### src/rtl/blk3_pkg.sv
// Shared types and constants of the BLAKE3 hash engine.
`timescale 1ns / 1ps
package blk3_pkg;

  localparam logic [3:0] F_BEGIN  = 4'h1;
  localparam logic [3:0] F_END    = 4'h2;
  localparam logic [3:0] F_PARENT = 4'h4;
  localparam logic [3:0] F_ROOT   = 4'h8;

  localparam logic [255:0] IV = {
    32'h5be0cd19, 32'h1f83d9ab, 32'h9b05688c, 32'h510e527f,
    32'ha54ff53a, 32'h3c6ef372, 32'hbb67ae85, 32'h6a09e667
  };

  localparam logic [6:0] BLOCK_BYTES = 7'd64;
  localparam logic [6:0] MAX_WORDS   = 7'd64;

  // One queued block: a full block to compress, or the closing block of a message.
  typedef struct packed {
    logic         is_final;
    logic [6:0]   len;
    logic [511:0] block;
  } blk3_cmd_t;

  function automatic logic [31:0] rotr(input logic [31:0] x, input int n);
    rotr = (x >> n) | (x << (32 - n));
  endfunction

  // Quarter-round mixing of four state words; returns {d, c, b, a}.
  function automatic logic [127:0] gmix(input logic [31:0] a_in, input logic [31:0] b_in,
                                        input logic [31:0] c_in, input logic [31:0] d_in,
                                        input logic [31:0] x, input logic [31:0] y);
    logic [31:0] a;
    logic [31:0] b;
    logic [31:0] c;
    logic [31:0] d;
    a = a_in + b_in + x;
    d = rotr(d_in ^ a, 16);
    c = c_in + d;
    b = rotr(b_in ^ c, 12);
    a = a + b + y;
    d = rotr(d ^ a, 8);
    c = c + d;
    b = rotr(b ^ c, 7);
    gmix = {d, c, b, a};
  endfunction

endpackage

### src/rtl/blk3_queue.sv
// Two-entry queue of block commands between the byte packer and the sequencer.
`timescale 1ns / 1ps
module blk3_queue (
  input  logic                clk,
  input  logic                rst,
  input  logic                push,
  input  blk3_pkg::blk3_cmd_t push_cmd,
  output logic                full,
  input  logic                pop,
  output logic                head_valid,
  output blk3_pkg::blk3_cmd_t head
);

  blk3_pkg::blk3_cmd_t mem [2];
  logic       wptr;
  logic       rptr;
  logic [1:0] count;

  assign full       = (count == 2'd2);
  assign head_valid = (count != 2'd0);
  assign head       = mem[rptr];

  always_ff @(posedge clk) begin
    if (push) begin
      mem[wptr] <= push_cmd;
    end
  end

  always_ff @(posedge clk) begin
    if (rst) begin
      wptr  <= 1'b0;
      rptr  <= 1'b0;
      count <= 2'd0;
    end else begin
      if (push) begin
        wptr <= ~wptr;
      end
      if (pop) begin
        rptr <= ~rptr;
      end
      count <= count + {1'b0, push} - {1'b0, pop};
    end
  end

endmodule

### config.mk
export PLATFORM = sky130hd
export DESIGN_NAME = blk3_queue
export DESIGN_NICKNAME = d
export VERILOG_FILES = /design/src/rtl/blk3_pkg.sv /design/src/rtl/blk3_queue.sv
export SDC_FILE = /design/constraint.sdc
export NUM_CORES = 1
export LEC_CHECK = 0
export BUFFER_PORTS_ARGS = -buffer_cell sky130_fd_sc_hd__buf_2
export CORE_AREA = 3 3 409 411
export DETAILED_ROUTE_END_ITERATION = 10
export DIE_AREA = 0 0 412 414
export SLEW_MARGIN = 20
export SYNTH_ARGS = -nofsm -noshare
export SYNTH_HDL_FRONTEND = slang
export SYNTH_SLANG_ARGS = --single-unit
### constraint.sdc
create_clock -name clk -period 36.2 [get_ports clk]
set_clock_uncertainty 0.15 [all_clocks]
set_input_delay 5.43 -clock clk [delete_from_list [all_inputs] [get_ports clk]]
set_output_delay 5.43 -clock clk [all_outputs]
set_load 0.05 [all_outputs]
==> results.md <==
Status:
- The run finished with clean final reports.

Setup path:
- The peak fanout along the critical path is 78.
- The arrival time of data at the critical path endpoint is around 5700 ps.
- The worst endpoint required time is 30620 ps.
- The critical path is of the register to primary output type.
- The kind of end point of the critical path is a primary output.
- STA classifies the critical path startpoint as a register.

Layout:
- The area growth from synthesis to layout is 29.8%.
- After the flow finishes, the layout carries non-filler instances totaling 5071.
- The ratio of cells with drive above 1 in the final layout is 61.4%.
- The number of nets at the end of the flow is 3286.
- The summed area of non-filler cells in the final layout is 0.0493 sq mm.
- Fill cells in the final layout number 16400.

Power:
- The total power divided by cell area is 62.7 mW/mm^2.
- The highest ir drop seen on vdd is 0.0000565 V.
- The analysis attributes to cell leakage a power of 0.0179 uW.

Global routing:
- The total grt overflow is 0.
- The number of antenna violations at the first check in global routing is just under 90.
- The via count of the first global-routing pass is approximately 21000.
- The global-route wire length before repair is roughly 160 mm.
- Entering global routing, the biggest net connects 79 pins.
- For this run, the total global-route usage over all layers was measured as 12.9%.

Yosys:
- During synthesis, Yosys emitted a total of 0 warnings.
- By count the netlist is led by 1040 x edfxtp_1, 520 x mux2_2, 55 x buf_6, 5 x dfxtp_1, 4 x nor2_1.
- The flip-flop and latch count after synthesis is 1045.
- Summed over its instances, the top area cell type makes up 82.3% of the synthesized netlist area.
- The mean instance size in the synthesized netlist is 23.1 sq um.
- The number of different library cells used by synthesis comes to 13.
- The count of flip-flops with a built-in enable after synthesis is 1040.
- The predominant post-synthesis flop cell is edfxtp_1.
- edfxtp_1 is the most common cell in the netlist.
- The number of nets produced by synthesis is 2165.
- After technology mapping, the gate count stands at 1639.
- In this run the cell area of the synthesized design comes to 0.0379 sq mm.
- The largest total area in the synthesized netlist belongs to edfxtp_1.
- Of the synthesized area, sequential elements account for 82.6%.
- In the post-synthesis netlist, the biggest area contributors are edfxtp_1 82%, mux2_2 15%, buf_6 1.6%, dfxtp_1 0.26%, ha_1 0.066%.
- Counting flops with an async set or reset pin after synthesis yields a share of 0%.

Die:
- The die outline area is 0.171 sq mm.
- In this run the standard cell core region covers 0.164 sq mm.
- The number of standard-cell rows in the floorplan is 149.
- The die is a little over 400 um wide.
- The initial core utilization is a little under a quarter.
- From bottom edge to top edge, the die measures 414 um.
- During I/O placement, the number of pins put on the boundary was roughly 1000.

Placed design:
- The count of input and output buffers is between 1000 and 1500.
- Including well taps, the total number of placed cells is between 4000 and 5000.
- The total cell area at the placement stage is 0.0455 sq mm.
- At the end of routability-driven placement, the weighted congestion stood at between 0.9 and 1.
- Summed over all nets, the half-perimeter wirelength after detailed placement is 86.6 mm.

Clock network:
- The H-tree was split into 3 levels.
- The number of cells upsized or downsized after cts is 0.
- After clock tree synthesis, the clock-pin slew on the worst setup and hold paths is approximately 60 ps.
- Counting every sink on the clock net gives 1045.
- The TritonCTS clock tree is yes.
- The maximum buffer depth of the clock tree is 3.
- The number of hold buffers added after CTS was 0.
- The number of setup buffers added after CTS is 0.
- The buffer cell driving the clock tree root is clkbuf_16.
- Buffers inserted during clock tree synthesis total about 110.
- At the later pin of the worst-skew pair, clock insertion delay measures 700 ps.

Detailed routing:
- The number of nets with antenna violations after detailed routing is 0.
- In the routed design, unresolved DRC markers number 0.
- The first TritonRoute pass finished after 5 iterations.
- Using the TritonRoute via totals, the vias-per-cell ratio works out to 4.00.
- The routed layout has 20300 vias.
- The routed design has 115 mm of wire.
- After detailed routing, the average wire length per cell comes to ~23 um.
- The number of DRC violations after detailed-routing iteration 0 is 1649.

Min path:
- The min-delay analysis places its worst path in the category register to register.

STA:
- Adding up every negative setup slack in the final design gives 0 ps.
- The headroom to the max-slew limit is 31.6%.
- Setup violations remaining at the end of the flow were counted as 0.
- The routed design could run at a clock period as short as 11260 ps.
- Setup repair after global routing left no endpoint under its margin.
- The number of hold violations in the final report is 0.
- Static timing analysis puts the maximum clock frequency at about 89 MHz.
- For the pin with the worst max-slew slack, the measured transition is 1030 ps.
- The worst hold slack after final layout is about 370 ps.
- The final period utilization is 31.1%.
- The max-slew violation count is 0.

Job:
- The max-capacitance violation count is 0.
==> power by group <==
group          internal (uW)  total, uW  switching (uW)
logic                    130        500             370
clock network            688       1150             465
registers               1420       1440            21.4
total                   2230       3090             856
==> sequential cells by signal (all words and copies together) (netlist names), named ones only <==
signal  count
count       2
wptr        1
rptr        1
mem      1040
==> cells in the final DEF (no fill, tap or decap) <==
cell,count
and2_4,1
buf_2,1045
buf_4,24
bufinv_16,18
clkbuf_1,24
clkbuf_16,110
clkinv_1,21
clkinv_16,1
clkinv_2,15
clkinv_4,2
clkinv_8,3
clkinvlp_4,2
dfxtp_1,4
dfxtp_4,1
diode_2,30
edfxtp_1,1040
ha_1,2
inv_1,2
inv_16,1
inv_6,3
inv_8,2
mux2_2,520
nor2_1,4
nor2b_1,2
nor2b_4,1
or2_2,1
xnor2_1,2
xnor3_1,1
==> routing by layer <==
layer | GRT usage, % | share of wire, %
met3 | 5.12 | 10
met2 | 21.3 | 49
met1 | 15.0 | 38
met5 | 0 | 0.074
met4 | 4.93 | 3.4
==> worst paths after layout <==
kind	start	endpoint	slack [ps]	cells after the start
worst min-delay path	rptr	rptr	370	2
worst max-delay path	register	head[269]	24940	6
worst max register to register	wptr	mem[1][354]	31160	5
worst min register to register	rptr	rptr	370	2
==> cells by family after synthesis <==
family,synth area share (%)
adder cells (fa/ha/maj),0.0659
buffers and inverters,1.69
flip-flops,82.6
multiplexers,15.4
XOR/XNOR,0.106
AND/OR/NAND/NOR,0.122
==> per-stage QoR <==
stage | power (uW) | util, % | setup slack, ps
6_report | 3090 | 30.0 | 24940
5_1_grt | 3200 | 29.9 | 24530
4_1_cts | 3130 | 29.9 | 24740
3_5_place_dp | 1970 | 27.7 | 25590
3_3_place_gp | 1960 | 27.7 | 25640
2_1_floorplan | 1870 | - | 6850
==> layout make-up <==
| type | count | area (sq um) | share of cell area (%) |
|---|---|---|---|
| diodes | 30 | 75.1 | 0.152 |
| inverters | 2 | 7.51 | 0.0152 |
| well taps | 2189 | 2740 | 5.56 |
| flip-flops and latches | 1045 | 31300 | 63.6 |
| repair buffers | 1069 | 5410 | 11.0 |
| multi-input cells | 534 | 5980 | 12.1 |
| clock buffers | 134 | 2840 | 5.77 |
| clock inverters | 68 | 875 | 1.78 |
==> critical path, stage by stage (launching register included) <==
cell	delay [ps]
dfxtp_4	1010
buf_4	830
buf_4	710
buf_4	720
buf_4	830
mux2_2	430
buf_2	220
(Power assumes the default switching activity.)
